`src/hbc_pkg.sv`:
```
// Shared types, constants and helpers for the histogram pixel classifier.
package hbc_pkg;

    // Bin index: hue[7:6], saturation[7:4], brightness[7:4]
    localparam int BIN_IDX_BITS = 10;
    localparam int BIN_DEPTH    = 1 << BIN_IDX_BITS;

    // Item kinds
    localparam logic [1:0] KIND_TRAIN    = 2'd0;
    localparam logic [1:0] KIND_SEGMENT  = 2'd1;
    localparam logic [1:0] KIND_EVALUATE = 2'd2;

    // Configuration register indexes
    localparam logic [1:0] CFG_MASK_THRESHOLD = 2'd0;
    localparam logic [1:0] CFG_OVERLAY_BLUE   = 2'd1;
    localparam logic [1:0] CFG_OVERLAY_GREEN  = 2'd2;
    localparam logic [1:0] CFG_OVERLAY_RED    = 2'd3;

    // Decoupling queue between front and back
    localparam int Q_PTR_BITS = 1;
    localparam int Q_DEPTH    = 1 << Q_PTR_BITS;

    // Classified word handed from the front to the back
    typedef struct packed {
        logic [1:0] kind;
        logic       pred;
        logic       label;
        logic [7:0] blue;
        logic [7:0] green;
        logic [7:0] red;
    } hbc_word_t;

    // Overlay color
    typedef struct packed {
        logic [7:0] blue;
        logic [7:0] green;
        logic [7:0] red;
    } hbc_overlay_t;

    function automatic logic [BIN_IDX_BITS-1:0] bin_of(
        input logic [7:0] hue,
        input logic [7:0] sat,
        input logic [7:0] val
    );
        return {hue[7:6], sat[7:4], val[7:4]};
    endfunction

endpackage

```
`src/hbc_fifo.sv`:
```
// Short queue of classified words between the front and the back.
module hbc_fifo (
    input  logic               clk,
    input  logic               rst_n,
    input  logic               wr_en,
    input  hbc_pkg::hbc_word_t wr_word,
    output logic               q_full,
    input  logic               rd_en,
    output hbc_pkg::hbc_word_t rd_word,
    output logic               q_empty
);
    import hbc_pkg::*;

    hbc_word_t             mem_reg [Q_DEPTH];
    logic [Q_PTR_BITS-1:0] wr_ptr_reg, rd_ptr_reg;
    logic [Q_PTR_BITS:0]   cnt_reg, cnt_next;

    assign q_full  = (cnt_reg == (Q_PTR_BITS+1)'(Q_DEPTH));
    assign q_empty = (cnt_reg == '0);
    assign rd_word = mem_reg[rd_ptr_reg];

    always_comb
    begin
        cnt_next = cnt_reg;
        if (wr_en && !rd_en)
        begin
            cnt_next = cnt_reg + (Q_PTR_BITS+1)'(1);
        end
        else if (rd_en && !wr_en)
        begin
            cnt_next = cnt_reg - (Q_PTR_BITS+1)'(1);
        end
    end

    always_ff @(posedge clk or negedge rst_n)
    begin
        if (!rst_n)
        begin
            wr_ptr_reg <= '0;
            rd_ptr_reg <= '0;
            cnt_reg    <= '0;
        end
        else
        begin
            if (wr_en)
            begin
                wr_ptr_reg <= wr_ptr_reg + Q_PTR_BITS'(1);
            end
            if (rd_en)
            begin
                rd_ptr_reg <= rd_ptr_reg + Q_PTR_BITS'(1);
            end
            cnt_reg <= cnt_next;
        end
    end

    always_ff @(posedge clk)
    begin
        if (wr_en)
        begin
            mem_reg[wr_ptr_reg] <= wr_word;
        end
    end

endmodule

```
`config.mk`:
```
export PLATFORM = sky130hd
export DESIGN_NAME = hbc_fifo
export DESIGN_NICKNAME = d
export VERILOG_FILES = /design/src/hbc_pkg.sv /design/src/hbc_fifo.sv
export SDC_FILE = /design/constraint.sdc
export NUM_CORES = 1
export LEC_CHECK = 0
export ABC_AREA = 1
export ABC_CLOCK_PERIOD_IN_PS = 2400
export BUFFER_PORTS_ARGS = -buffer_cell sky130_fd_sc_hd__buf_2
export CAP_MARGIN = 5
export CORE_ASPECT_RATIO = 1.2
export CORE_MARGIN = 2
export CORE_UTILIZATION = 51
export CTS_BUF_LIST = sky130_fd_sc_hd__clkbuf_16
export DETAILED_ROUTE_END_ITERATION = 10
export GPL_TIMING_DRIVEN = 0
export PLACE_DENSITY = 0.8
export SYNTH_ARGS = -nofsm -noshare
export SYNTH_HDL_FRONTEND = slang
export SYNTH_SLANG_ARGS = --single-unit
export TNS_END_PERCENT = 30
```
`constraint.sdc`:
```
create_clock -name clk -period 2.4 [get_ports clk]
set_input_delay 0 -clock clk [delete_from_list [all_inputs] [get_ports clk]]
set_output_delay 0 -clock clk [all_outputs]
set_load 0.02 [all_outputs]
```
==> reports/metrics.cfg <==
[finish]
final_core_util = 0.7739
number_of_flip_flops_in_the_largest_register = 56
layout.cells.most_common = sky130_fd_sc_hd__buf_2
finish.net_count = 249
final_cell_mix = 61 x sky130_fd_sc_hd__buf_2, 56 x sky130_fd_sc_hd__edfxtp_1, 31 x sky130_fd_sc_hd__dlygate4sd3_1
post_route_cells_drive_above_1_share = 0.4887
layout-area-overhead-vs-synth_pct = 44.99
filler_cell_count = 247
antenna_cells = 0

[critical_path]
cp.required_ns = 2.34
worst-r2r-cell-count = 2
rr_endpoint = mem_reg[1][9]
crit_slowest_cell = sky130_fd_sc_hd__inv_1
startpoint_of_the_most_critical_register_to_register_path = wr_ptr_reg
cpPeakStageDelay_ns = 0.78
worstPathCellList = nand2_1 > inv_1
r2r_setup_slack_ns = 0.76
crit_type = reg -> reg
worstSetupStartpointType = flip-flop
worstPathMaxFanout = 28
cp-end-kind = flip-flop
worst_ep_arrival_time_ns = 1.58

[synth]
count_of_state_elements_after_synthesis = 60
main_combinational_cell_family_by_area_after_synthesis = multiplexers
synth_area_leaders = sky130_fd_sc_hd__edfxtp_1 74%, sky130_fd_sc_hd__mux2_2 8.9%, sky130_fd_sc_hd__mux2_4 6.6%
netlist_area_mm2 = 0.002275
yosys_cell_types = 15
synth_compound_area_frac = 0
synth.mux.area_fraction = 0.1551
sequential_share_of_the_synthesized_area = 0.7833
synth_largest_type_area_fraction = 0.7393
xor_xnor_cell_area_share_of_the_yosys_netlist = 0.01155
synth_nets = 145
post_synth_and_or_nand_nor_area_fraction = 0.01815
synth.largest_area_cell = sky130_fd_sc_hd__edfxtp_1
average_size_of_a_mapped_cell_um2 = 20.31
ys.warnings.count = 0
count_of_mapped_cells_out_of_synthesis = 112
yosys.area_share.adder = 0.005501

[clocking]
numCtsBuffers = 9
clkSlewWorstSetupHoldPaths_ns = 0.05
clock_insertion_delay_worst_skew_ns = 0.32
cts_tree = yes
htree_num_levels = 3
cts_num_sinks = 60
worst_case_clock_buffer_depth = 2
buffer_count_from_post_cts_setup_fixing = 0
clk_root_buffer_cell = sky130_fd_sc_hd__clkbuf_16

[drt]
wl_per_cell_um = 15.37
number_of_vias_after_detailed_routing = 1307
drt.antenna.violating_nets = 0
drt_iter0_drc = 58
routed_via_density = 4.718
totalWireLength_um = 4258
number_of_detailed_routing_iterations_run_before_antenna_repair = 3
drt_drc_violations_left = 0

[die]
floorplan.initialDensity = 0.5338
area_of_the_core_mm2 = 0.004262
number_of_cell_rows = 26
die-width_um = 64.97
die-area_mm2 = 0.005013
ioPinCount = 62
floorplan.die.height_um = 77.16

[power]
switching_share = 0.2927
power.density_cell_area_mw_per_mm2 = 1222
cellLeakagePower_uw = 0.001362
total_switching_power_uw = 1179
clockPowerShare = 0.325
fin_total_pwr_uw = 4029
irDropWorstVdd_uv = 716.3
cell_internal_pwr_uw = 2850
combinationalPowerShare = 0.308
p_seq_frac = 0.367

[outcome]
status = completed

[timing]
setup_ws_ns = 0.7605
setup_viol = 0
worst-slew-pin-transition_ns = 1.089
hold_violations = 0
rsz_0062_raised_after_global_routing = no
clock.fmax_ghz = 0.6099
period_needed_ns = 1.640
slew_headroom = 0.2730
finalCritPeriodShare = 0.6831
report.final.slew_viol_count = 0
final_worst_clock_skew_ns = 0.001783

[hold_path]
class_of_the_tightest_hold_or_removal_check = in -> async

[global_routing]
grt_usage = 0.1861
antenna_found_initial = 0
wire_length_of_the_first_global_routing_pass_um = 6651
number_of_global_route_vias_before_repair = 1464
largest_net_degree_at_the_start_of_global_routing = 29
gr-total-overflow = 0

[job]
cap_viol_max_count = 0

[placed_design]
globalplace.congestion = 0.7009
portBuffers = 61
hpwlAfterDp_um = 2615
post_placement_worst_setup_slack_ns = 0.7280

[kinds of logic after synthesis]
kind of cell  Yosys count
flops                  60
mux                    28
buf+inv                10
simple gates           10
xor+xnor                3
fa+ha+maj               1
[per-layer routing]
layer,global-route usage,vias up,wire (um)
li1,-,630,-
met1,0.1895,626,1624
met2,0.3268,41,2359
met3,0.05718,10,193
met4,0.1106,0,80
met5,0,-,0
[cell usage after synthesis]
cell,count
sky130_fd_sc_hd__buf_4,1
sky130_fd_sc_hd__mux2_4,10
sky130_fd_sc_hd__xor2_1,2
sky130_fd_sc_hd__xnor2_1,1
sky130_fd_sc_hd__nand3_1,1
sky130_fd_sc_hd__mux2_2,18
sky130_fd_sc_hd__nand4_1,1
sky130_fd_sc_hd__nand2_1,5
sky130_fd_sc_hd__buf_8,1
sky130_fd_sc_hd__buf_6,1
sky130_fd_sc_hd__inv_1,7
sky130_fd_sc_hd__ha_1,1
sky130_fd_sc_hd__edfxtp_1,56
sky130_fd_sc_hd__nor2_1,3
sky130_fd_sc_hd__dfrtp_1,4
[power by group through the flow]
stage / Clock, uW / Sequential (uW) / Combinational [uW]
floorplan: 0 / 1470 / 857
global placement: 0 / 1480 / 1140
detailed placement: 0 / 1500 / 1200
CTS: 1330 / 1480 / 1250
global route: 1370 / 1500 / 1320
finish: 1310 / 1480 / 1240
[worst max path at each step]
stage,startpoint,endpoint,slack [ns],depth (start not counted)
floorplan,wr_ptr_reg,mem_reg[0][0],0.39,1
global placement,wr_ptr_reg,mem_reg[0][26],-0.12,1
detailed placement,wr_ptr_reg,mem_reg[1][23],0.73,2
CTS,wr_ptr_reg,mem_reg[1][24],0.72,2
global route,wr_ptr_reg,mem_reg[1][0],0.63,2
finish,wr_ptr_reg,mem_reg[1][9],0.76,2
[worst max-delay path, delay by kind of cell (launching register included)]
kind,cells,cell delay (ns)
buffers and inverters,1,0.78
DFF,1,0.39
and+or+nand+nor,1,0.06
[timing repair]
action | 4_1_cts | 5_1_grt
resized for setup | 0 | 0
hold buffers | 31 | 0
endpoints found under the hold margin | 62 | 0
[through the flow]
stage / area, um2 / instances / hold slack, ns / TNS (ns)
CTS: 3298 / 277 / 0.008645 / 0
detailed placement: 2680 / 230 / -0.1857 / 0
global placement: 2650 / 229 / -0.1953 / -3.415
finish: 3298 / 277 / 0.02669 / 0
global route: 3298 / 277 / 0.03004 / 0
floorplan: 2275 / 112 / -0.2956 / 0
[area by class of cell]
cell class              instances  area [um2]  share of cell area
multi-input cells              42       435.4              0.1320
well taps                      56       70.07             0.02124
flip-flops and latches         60        1782              0.5402
clock inverters                 7       82.58             0.02504
clock buffers                   9       225.2             0.06829
repair buffers                 93       643.1              0.1950
plain buffers                   3       33.78             0.01024
inverters                       7       26.28            0.007967
(Power assumes the default switching activity.)
