### config.mk
export PLATFORM = sky130hd
export DESIGN_NAME = hbc_back
export DESIGN_NICKNAME = d
export VERILOG_FILES = /design/src/hbc_pkg.sv /design/src/hbc_back.sv
export SDC_FILE = /design/constraint.sdc
export NUM_CORES = 1
export LEC_CHECK = 0
export BUFFER_PORTS_ARGS = -buffer_cell sky130_fd_sc_hd__buf_2
export CAP_MARGIN = 20
export CORE_MARGIN = 5
export CORE_UTILIZATION = 56
export CTS_CLUSTER_SIZE = 10
export DETAILED_ROUTE_END_ITERATION = 7
export PLACE_DENSITY = 0.82
export SETUP_SLACK_MARGIN = 0.4
export SKIP_CTS_REPAIR_TIMING = 1
export SLEW_MARGIN = 20
export SYNTH_ARGS = -nofsm -noshare
export SYNTH_HDL_FRONTEND = slang
export SYNTH_SLANG_ARGS = --single-unit
### constraint.sdc
create_clock -name clk -period 3.9 [get_ports clk]
set_input_delay 0.39 -clock clk [delete_from_list [all_inputs] [get_ports clk]]
set_output_delay 0.39 -clock clk [all_outputs]
set_load 0.1 [all_outputs]
### src/hbc_pkg.sv
// Shared types, constants and helpers for the histogram pixel classifier.
package hbc_pkg;

    // Bin index: hue[7:6], saturation[7:4], brightness[7:4]
    localparam int BIN_IDX_BITS = 10;
    localparam int BIN_DEPTH    = 1 << BIN_IDX_BITS;

    // Item kinds
    localparam logic [1:0] KIND_TRAIN    = 2'd0;
    localparam logic [1:0] KIND_SEGMENT  = 2'd1;
    localparam logic [1:0] KIND_EVALUATE = 2'd2;

    // Configuration register indexes
    localparam logic [1:0] CFG_MASK_THRESHOLD = 2'd0;
    localparam logic [1:0] CFG_OVERLAY_BLUE   = 2'd1;
    localparam logic [1:0] CFG_OVERLAY_GREEN  = 2'd2;
    localparam logic [1:0] CFG_OVERLAY_RED    = 2'd3;

    // Decoupling queue between front and back
    localparam int Q_PTR_BITS = 1;
    localparam int Q_DEPTH    = 1 << Q_PTR_BITS;

    // Classified word handed from the front to the back
    typedef struct packed {
        logic [1:0] kind;
        logic       pred;
        logic       label;
        logic [7:0] blue;
        logic [7:0] green;
        logic [7:0] red;
    } hbc_word_t;

    // Overlay color
    typedef struct packed {
        logic [7:0] blue;
        logic [7:0] green;
        logic [7:0] red;
    } hbc_overlay_t;

    function automatic logic [BIN_IDX_BITS-1:0] bin_of(
        input logic [7:0] hue,
        input logic [7:0] sat,
        input logic [7:0] val
    );
        return {hue[7:6], sat[7:4], val[7:4]};
    endfunction

endpackage

### src/hbc_back.sv
// Back end: overlay blend, evaluation counters and the result register.
module hbc_back #(
    parameter int TOTAL_COUNT_BITS = 32
) (
    input  logic                 clk,
    input  logic                 rst_n,
    input  logic                 q_empty,
    input  hbc_pkg::hbc_word_t   q_word,
    output logic                 q_pop,
    input  hbc_pkg::hbc_overlay_t overlay,
    input  logic                 pop,
    output logic                 empty,
    output logic                 is_floor,
    output logic [7:0]           out_blue,
    output logic [7:0]           out_green,
    output logic [7:0]           out_red,
    output logic [31:0]          correct_total,
    output logic [31:0]          incorrect_total
);
    import hbc_pkg::*;

    localparam int TW = TOTAL_COUNT_BITS;

    logic          valid_reg;
    logic [TW-1:0] correct_reg, incorrect_reg;
    logic          is_floor_reg;
    logic [7:0]    blue_reg, green_reg, red_reg;

    logic          load;
    logic [8:0]    sum_b, sum_g, sum_r;
    logic [TW+31:0] ext_c, ext_i;

    assign load  = !q_empty && (!valid_reg || pop);
    assign q_pop = load;
    assign empty = !valid_reg;

    assign sum_b = {1'b0, q_word.blue}  + {1'b0, overlay.blue};
    assign sum_g = {1'b0, q_word.green} + {1'b0, overlay.green};
    assign sum_r = {1'b0, q_word.red}   + {1'b0, overlay.red};

    // Counters move only when the next word loads, so they match the shown result
    assign ext_c = {32'b0, correct_reg};
    assign ext_i = {32'b0, incorrect_reg};
    assign correct_total   = (ext_c[TW+31:32] != '0) ? '1 : ext_c[31:0];
    assign incorrect_total = (ext_i[TW+31:32] != '0) ? '1 : ext_i[31:0];

    assign is_floor  = is_floor_reg;
    assign out_blue  = blue_reg;
    assign out_green = green_reg;
    assign out_red   = red_reg;

    always_ff @(posedge clk or negedge rst_n)
    begin
        if (!rst_n)
        begin
            valid_reg     <= 1'b0;
            correct_reg   <= '0;
            incorrect_reg <= '0;
        end
        else
        begin
            if (load)
            begin
                valid_reg <= 1'b1;
            end
            else if (pop)
            begin
                valid_reg <= 1'b0;
            end
            if (load && (q_word.kind == KIND_EVALUATE))
            begin
                if (q_word.pred == q_word.label)
                begin
                    if (!(&correct_reg))
                    begin
                        correct_reg <= correct_reg + TW'(1);
                    end
                end
                else if (!(&incorrect_reg))
                begin
                    incorrect_reg <= incorrect_reg + TW'(1);
                end
            end
        end
    end

    always_ff @(posedge clk)
    begin
        if (load)
        begin
            is_floor_reg <= q_word.pred;
            blue_reg     <= q_word.pred ? sum_b[8:1] : q_word.blue;
            green_reg    <= q_word.pred ? sum_g[8:1] : q_word.green;
            red_reg      <= q_word.pred ? sum_r[8:1] : q_word.red;
        end
    end

endmodule

==> impl_results.md, run 1 <==
- Worst-path clk slew: 90 ps
- CTS Buffer Depth: 2
- Final nets: 712
- Slew @ Worst Pin: between 700 and 800 ps
- Worst path max stage delay: 560 ps
- Number of global-route vias before repair: ~4,200
- Die area: 0.0109 mm²
- Total track usage: 21.5%
- Min cycle time layout: approximately 2500 ps
- Main synth FF type: dfrtp_1
- Clock Sinks: 90
- Fill cell count: about 660
- Mean Syn Cell Area: between 10 and 15 µm²
- Chip width: 104 µm
- Cell with the most instances after synthesis: dfrtp_1
- Max Slew Vio Count: 0
- Final Util: around 69%
- Hold Violations, Final: 0
- Final Cycle Share: 63.6%
- Synthesis-stage register bit count: 90
- Synth top area share: 32.6%
- DRC viols: 0
- Crit path buffers/inverters: 0
- Register area share after synthesis: 47.7%
- Worst-Skew Late Latency: 350 ps
- Cells on worst reg2reg path: 6
- Remaining global-route overflow: 0
- Routed Antenna Nets: 0
- PortBufs: 146
- Routability congestion estimate: 0.914
- Wire per inst: 15.3 µm
- P&R area growth vs syn: 21.1%
- First-pass GRT wire length: 19.6 mm
- EDFF count, synth: 25
- CP Data Arrival Time: 2710 ps
- Leakage: roughly 0.0030 µW
- Mapped Area: 0.00499 mm²
- Register area: 0.00238 mm²
- Core area: 0.00872 mm²
- Largest net degree at the start of global routing: 35
- Post-Syn Instances: 476
- Ratio of cells with drive above 1 in the final layout: 29.8%
- Slowest stage cell, crit path: or4b_4
- CP Data Required Time: 4120 ps
- Die Ht: 104 µm
- PD cells: between 400 and 500 mW/mm²
- Ranking of synthesized cells by area: dfrtp_1, edfxtp_1, xnor2_1
- CTS Buf Count: 9
- Worst Setup Path Type: register to register
- Multi-input combinational cell area: approximately 0.0025 mm²
- Post-Synthesis Net Count: 558
- Worst Setup End Kind: register
- Crit start category: register
- ANT cells: 0
- Reg-to-Reg End: incorrect_total[19]$_DFFE_PN0P_
- CP max FO: 8
- Row count: 34
- CTS Root Cell: clkbuf_8
- CP top delay family: simple AND/OR/NAND/NOR gates
- Cell Chain, Critical Path: nor2b_1 -> or4b_4 -> a31oi_2 -> nor2b_1 -> nand4_1 -> xnor2_1
- DRT Wirelength: 11.4 mm
- FFs w/ async S/R, synth: 72.2%
- Most frequent cell on the critical path: nor2b_1
- Post-detail-place hpwl: 8.75 mm
- Max-Cap Viols: 0
- Max_slew headroom: between 50 and 60%
- R2r startpoint: valid_reg$_DFFE_PN0P_
- DRT iter0 DRCs: 127
- Fin Setup TNS: 0 ps
- Worst VDD drop: 0.191 mV
- Netlist cell types: 45
- Starting Density: 57.2%
- Status: completed
- I/O pins: 147
- Vias/cell: 5.57
- Commonest cells in the synthesized netlist: dfrtp_1, nand2_1, xnor2_1
- TritonCTS clock tree: done
- Max H-tree Level: 3
- DR pass1 iterations: 4
- CP Depth: 6
- Final setup violation count: 0
- Peak Freq: 403 MHz
- Clock Skews: 12.5 ps
- Routed vias: 4,134
- Min-Delay Path Class: primary input to asynchronous set/reset pin
- Unrepaired setup endpoints after global routing: no
- Area leader, netlist: dfrtp_1
- Yosys warns: 0
- CP endpoint: incorrect_total[19]$_DFFE_PN0P_
- R2R Setup Slk: around 1400 ps
- Initial antenna violation count: 0
- Setup crit start: valid_reg$_DFFE_PN0P_
layout by cell type (no fill, tap or decap), types with 4 or more instances in the layout:
master    count
o31ai_1       5
nor2_1       35
nor2b_1       7
mux2_2       11
a21boi_0      4
nand4_1      23
xor2_1       26
nor4_1        4
nor3_1       22
a21o_1        4
clkbuf_8      9
nand2_1      49
and3_1       11
inv_1        19
nand3_1      22
edfxtp_1     25
xnor2_1      45
ha_1         23
a21oi_1      12
dfrtp_1      65
buf_2       146
o21a_1        6
o21ai_0      16
and4_1        7
cell families (layout without fill, tap and decap cells):
| kind of cell | after synthesis | in the layout | synth area share, % |
|---|---|---|---|
| compound gates | 55 | 55 | 7.20 |
| flops | 90 | 90 | 47.7 |
| mux | 11 | 11 | 2.48 |
| xor+xnor | 72 | 72 | 12.8 |
| fa+ha+maj | 26 | 26 | 6.98 |
| buf+inv | 25 | 183 | 1.98 |
| simple gates | 197 | 197 | 20.9 |
worst reg2reg max path, delay by kind of cell, from the launching register on:
family	cells	cell delay [ps]
simple gates	4	1440
flops	1	380
compound gates	1	380
xor+xnor	1	170
metal layers:
layer  track usage (%)  wire, µm
met1              26.3      4680
met2              35.5      5640
met3              6.89       882
met4              7.77       153
met5                 0         0
how the worst min path moves through the flow:
stage,startpoint,to,slack (ps),depth (start not counted)
5_1_grt,rst_n,incorrect_total[31]$_DFFE_PN0P_,140,1
2_1_floorplan,rst_n,correct_total[0]$_DFFE_PN0P_,90,0
6_report,rst_n,incorrect_total[31]$_DFFE_PN0P_,90,1
3_5_place_dp,incorrect_total[5]$_DFFE_PN0P_,incorrect_total[5]$_DFFE_PN0P_,490,1
4_1_cts,rst_n,incorrect_total[31]$_DFFE_PN0P_,100,1
3_3_place_gp,rst_n,incorrect_total[28]$_DFFE_PN0P_,480,1
per-stage QoR:
step | total power [µW] | setup WS, ps | cell area, µm² | hold WS [ps] | cells
floorplan | 1700 | 642 | 4990 | 94.4 | 476
global placement | 1850 | 1330 | 5850 | 475 | 727
detailed placement | 1860 | 1220 | 5850 | 487 | 727
CTS | 2490 | 1420 | 6040 | 97.0 | 742
global route | 2590 | 1260 | 6040 | 141 | 742
finish | 2470 | 1420 | 6040 | 86.6 | 742
where the power goes:
group	total [µW]	switching, µW	internal (µW)
Sequential	1090	57.3	1030
Combinational	751	580	171
Clock	624	329	295
area by class of cell:
| type | instances | area share, % |
|---|---|---|
| well taps | 108 | 2.24 |
| clock inverters | 6 | 1.10 |
| clock buffers | 9 | 2.05 |
| repair buffers | 149 | 12.5 |
| flip-flops and latches | 90 | 39.4 |
| multi-input cells | 361 | 41.6 |
| inverters | 19 | 1.18 |
Power figures use the tool's default switching activity.
==> run 2, diff against run 1 <==
--- a/config.mk
+++ b/config.mk
@@ -5,13 +5,14 @@
 export SDC_FILE = /design/constraint.sdc
 export NUM_CORES = 1
 export LEC_CHECK = 0
+export ABC_AREA = 1
 export BUFFER_PORTS_ARGS = -buffer_cell sky130_fd_sc_hd__buf_2
 export CAP_MARGIN = 20
 export CORE_MARGIN = 5
-export CORE_UTILIZATION = 56
+export CORE_UTILIZATION = 50
 export CTS_CLUSTER_SIZE = 10
 export DETAILED_ROUTE_END_ITERATION = 7
-export PLACE_DENSITY = 0.82
+export PLACE_DENSITY = 0.74
 export SETUP_SLACK_MARGIN = 0.4
 export SKIP_CTS_REPAIR_TIMING = 1
 export SLEW_MARGIN = 20
==> constraint.sdc (replaced) <==
create_clock -name clk -period 2.1 [get_ports clk]
set_input_delay 0.21 -clock clk [delete_from_list [all_inputs] [get_ports clk]]
set_output_delay 0.21 -clock clk [all_outputs]
set_load 0.1 [all_outputs]
==> run 2 against run 1 <==
  * Total power increased by 120%
  * Global-route usage increased by 0.74 points
  * Via count rose by 57%
  * Synthesized cell count is 89% higher
  * Final area up 39%
  * Critical endpoint is now correct_total[28]$_DFFE_PN0P_
==> impl_results.md, run 2 <==
- First-pass GRT wire length: 27.0 mm (+38%)
- CP max FO: 8 (unchanged)
- R2R Setup Slk: 340 ps (-1080 ps)
- Max-Cap Viols: 0 (unchanged)
- Fill cell count: 1,070 (+61%)
- DRT iter0 DRCs: 544 (+330%)
- Post-detail-place hpwl: 12.5 mm (+43%)
- PortBufs: 146 (unchanged)
- Starting Density: 51.0% (-6.2 points)
- Commonest cells in the synthesized netlist: nand2_1, nor2_1, dfrtp_1, inv_1, nand3b_1
- Worst-Skew Late Latency: 360 ps (about the same)
- Worst-path clk slew: 70 ps (-20 ps)
- Max H-tree Level: 3 (unchanged)
- Netlist cell types: 31 (-31%)
- Max Slew Vio Count: 0 (unchanged)
- Die area: 0.0152 mm² (+39%)
- Routed vias: 6,481 (+57%)
- Number of global-route vias before repair: 5,764 (+37%)
- Min-delay src: q_empty
- Yosys warns: 0 (unchanged)
- PD cells: 647 mW/mm² (+58%)
- Remaining global-route overflow: 0 (unchanged)
- Unrepaired setup endpoints after global routing: yes
- Peak Freq: 569 MHz (+41%)
- CTS Buf Count: 9 (unchanged)
- Hold depth: 2
- Worst path max stage delay: 460 ps (-100 ps)
- Most frequent cell on the critical path: nand2_1
- CTS Root Cell: clkbuf_16
- Crit start category: register
- Chip width: 123 µm (+18%)
- Cell with the most instances after synthesis: nand2_1
- Multi-input combinational cell area: 0.00392 mm² (+56%)
- Worst Setup Path Type: register to register
- Ranking of synthesized cells by area: dfrtp_1, nand2_1, edfxtp_1
- Mapped Area: 0.00641 mm² (+29%)
- Comb pwr share: 27.3% (-3.2 points)
- Clock Skews: 7.89 ps (-4.59 ps)
- Wire per inst: 14.2 µm (-6.9%)
- Pre-CTS setup slack: 239 ps (-980 ps)
- Placed cell areas: 0.00750 mm² (+28%)
- Final Cycle Share: 83.8% (+20 points)
- Finished Cell Area: 0.00842 mm² (+39%)
- Ratio of cells with drive above 1 in the final layout: 31.8% (+2.0 points)
- Cells on worst reg2reg path: 9 (+3)
- Pint: 3550 µW (+140%)
- P&R area growth vs syn: 31.4%
- FFs w/ async S/R, synth: 72.2% (unchanged)
- Post-Synthesis Net Count: 984 (+76%)
- Register area: 0.00257 mm² (+8.0%)
- Routed Antenna Nets: 0 (unchanged)
- Die Ht: 123 µm (+18%)
- Routability congestion estimate: 0.950 (+4.0%)
- Status: completed
- Worst VDD drop: 0.516 mV (+170%)
- Initial antenna violation count: 0 (unchanged)
- Min-Delay Path Class: primary input to register
- Vias/cell: 5.16 (-7.5%)
- Clock Sinks: 90 (unchanged)
- CP Data Arrival Time: 2040 ps (-670 ps)
- Core area: 0.0126 mm² (+44%)
- Worst Hold Path EP: valid_reg$_DFFE_PN0P_
- Net Sw Frac: 34.7% (-4.4 points)
- Synth top area share: 25.4% (-7.2 points)
- DRC viols: 0 (unchanged)
- Leakage: 0.00400 µW (+34%)
- Area leader, netlist: dfrtp_1
- Final setup violation count: 0 (unchanged)
- Reg-to-Reg End: correct_total[28]$_DFFE_PN0P_
- Largest net degree at the start of global routing: 66 (+89%)
- Slowest stage cell, crit path: dfrtp_4
- Fin Setup TNS: 0 ps (unchanged)
- Register area share after synthesis: 37.1% (-11 points)
- Max_slew headroom: 45.3% (-6.2 points)
- Synthesis-stage register bit count: 90 (unchanged)
- Row count: 41 (+21%)
- Clock network fraction of total power: 35.5% (+10 points)
- Pwr Total: 5450 µW (+120%)
- DRT Wirelength: 17.9 mm (+58%)
- Final nets: 1,161 (+63%)
- Crit path buffers/inverters: 1 (+1)
- Post-Syn Instances: 902 (+89%)
- I/O pins: 147 (unchanged)
- Most frequent cells in the layout: nand2_1, buf_2, nor2_1, inv_1, dfrtp_4
- CP top delay family: simple AND/OR/NAND/NOR gates
- Worst Setup End Kind: register
- Commonest non-fill, non-tap cell in the layout: nand2_1
- Hold Violations, Final: 0 (unchanged)
- Main synth FF type: dfrtp_1
- P_sw: 1890 µW (+96%)
- R2r startpoint: correct_total[6]$_DFFE_PN0P_
- Min cycle time layout: 1760 ps (-722 ps)
- CTS Buffer Depth: 2 (unchanged)
- DR pass1 iterations: 5 (+1)
- Slew @ Worst Pin: 819 ps (+91.7 ps)
- Reg power frac: 37.2% (-7.0 points)
- Total track usage: 22.2% (+0.74 points)
- Final WS setup: 341 ps (-1080 ps)
- Cell Chain, Critical Path: nand2_1 -> nor2_1 -> nand2_4 -> nor2_4 -> buf_4 -> nand3_4 -> nand2_1 -> nand2_1 -> nand2_1
- CP Data Required Time: 2380 ps (-1740 ps)
- EDFF count, synth: 25 (unchanged)
- Mean Syn Cell Area: 7.10 µm² (-32%)
- TritonCTS clock tree: done
## run 2: power groups by stage
stage / Sequential, µW / Combinational [µW] / Clock, µW
2_1_floorplan: 2690 / 464 / 0
3_3_place_gp: 2060 / 1370 / 0
3_5_place_dp: 2060 / 1390 / 0
4_1_cts: 2020 / 1390 / 1960
5_1_grt: 2040 / 1600 / 2020
6_report: 2030 / 1490 / 1930
## run 2: cell families after synthesis
| logic type | Yosys count | synth area share, % |
|---|---|---|
| compound gates | 44 | 3.63 |
| xor+xnor | 28 | 4.12 |
| fa+ha+maj | 26 | 5.43 |
| flops | 90 | 37.1 |
| buf+inv | 83 | 6.56 |
| simple gates | 631 | 43.2 |
## run 2: how the worst max path moves through the flow
stage | start | to | slack, ps | cells past startpoint
global placement | incorrect_total[0]$_DFFE_PN0P_ | incorrect_total[5]$_DFFE_PN0P_ | 320 | 8
finish | correct_total[6]$_DFFE_PN0P_ | correct_total[28]$_DFFE_PN0P_ | 340 | 9
floorplan | incorrect_total[1]$_DFFE_PN0P_ | incorrect_total[28]$_DFFE_PN0P_ | 390 | 11
global route | correct_total[6]$_DFFE_PN0P_ | correct_total[28]$_DFFE_PN0P_ | 260 | 9
CTS | correct_total[1]$_DFFE_PN0P_ | correct_total[24]$_DFFE_PN0P_ | 250 | 9
detailed placement | correct_total[1]$_DFFE_PN0P_ | correct_total[24]$_DFFE_PN0P_ | 240 | 9
## run 2: metrics by stage
step	hold WS, ps	utilization, %	std cells
3_3_place_gp	256	59.6	1211
2_1_floorplan	-85.6	-	902
4_1_cts	-117	62.5	1227
3_5_place_dp	258	59.6	1211
6_report	19.9	67.0	1257
5_1_grt	28.4	67.0	1256
## run 2: cell type report
| class | count | area share (%) |
|---|---|---|
| timing repair buffer | 177 | 13.1 |
| antenna | 1 | 0.0297 |
| tap | 172 | 2.56 |
| multi-input combinational | 735 | 46.6 |
| inverter | 66 | 3.02 |
| sequential | 90 | 30.5 |
| clock inverter | 5 | 1.19 |
| clock buffer | 11 | 3.02 |
## run 2: routing by layer
metal / share of wire (%) / up-vias / wire [µm] / global-route usage, %
met2: 45 / 270 / 8120 / 35.0
li1: - / 3222 / - / -
met5: 0 / - / 0 / 0
met1: 43 / 2961 / 7670 / 28.9
met3: 9.7 / 28 / 1740 / 6.50
met4: 2.1 / 0 / 380 / 8.65
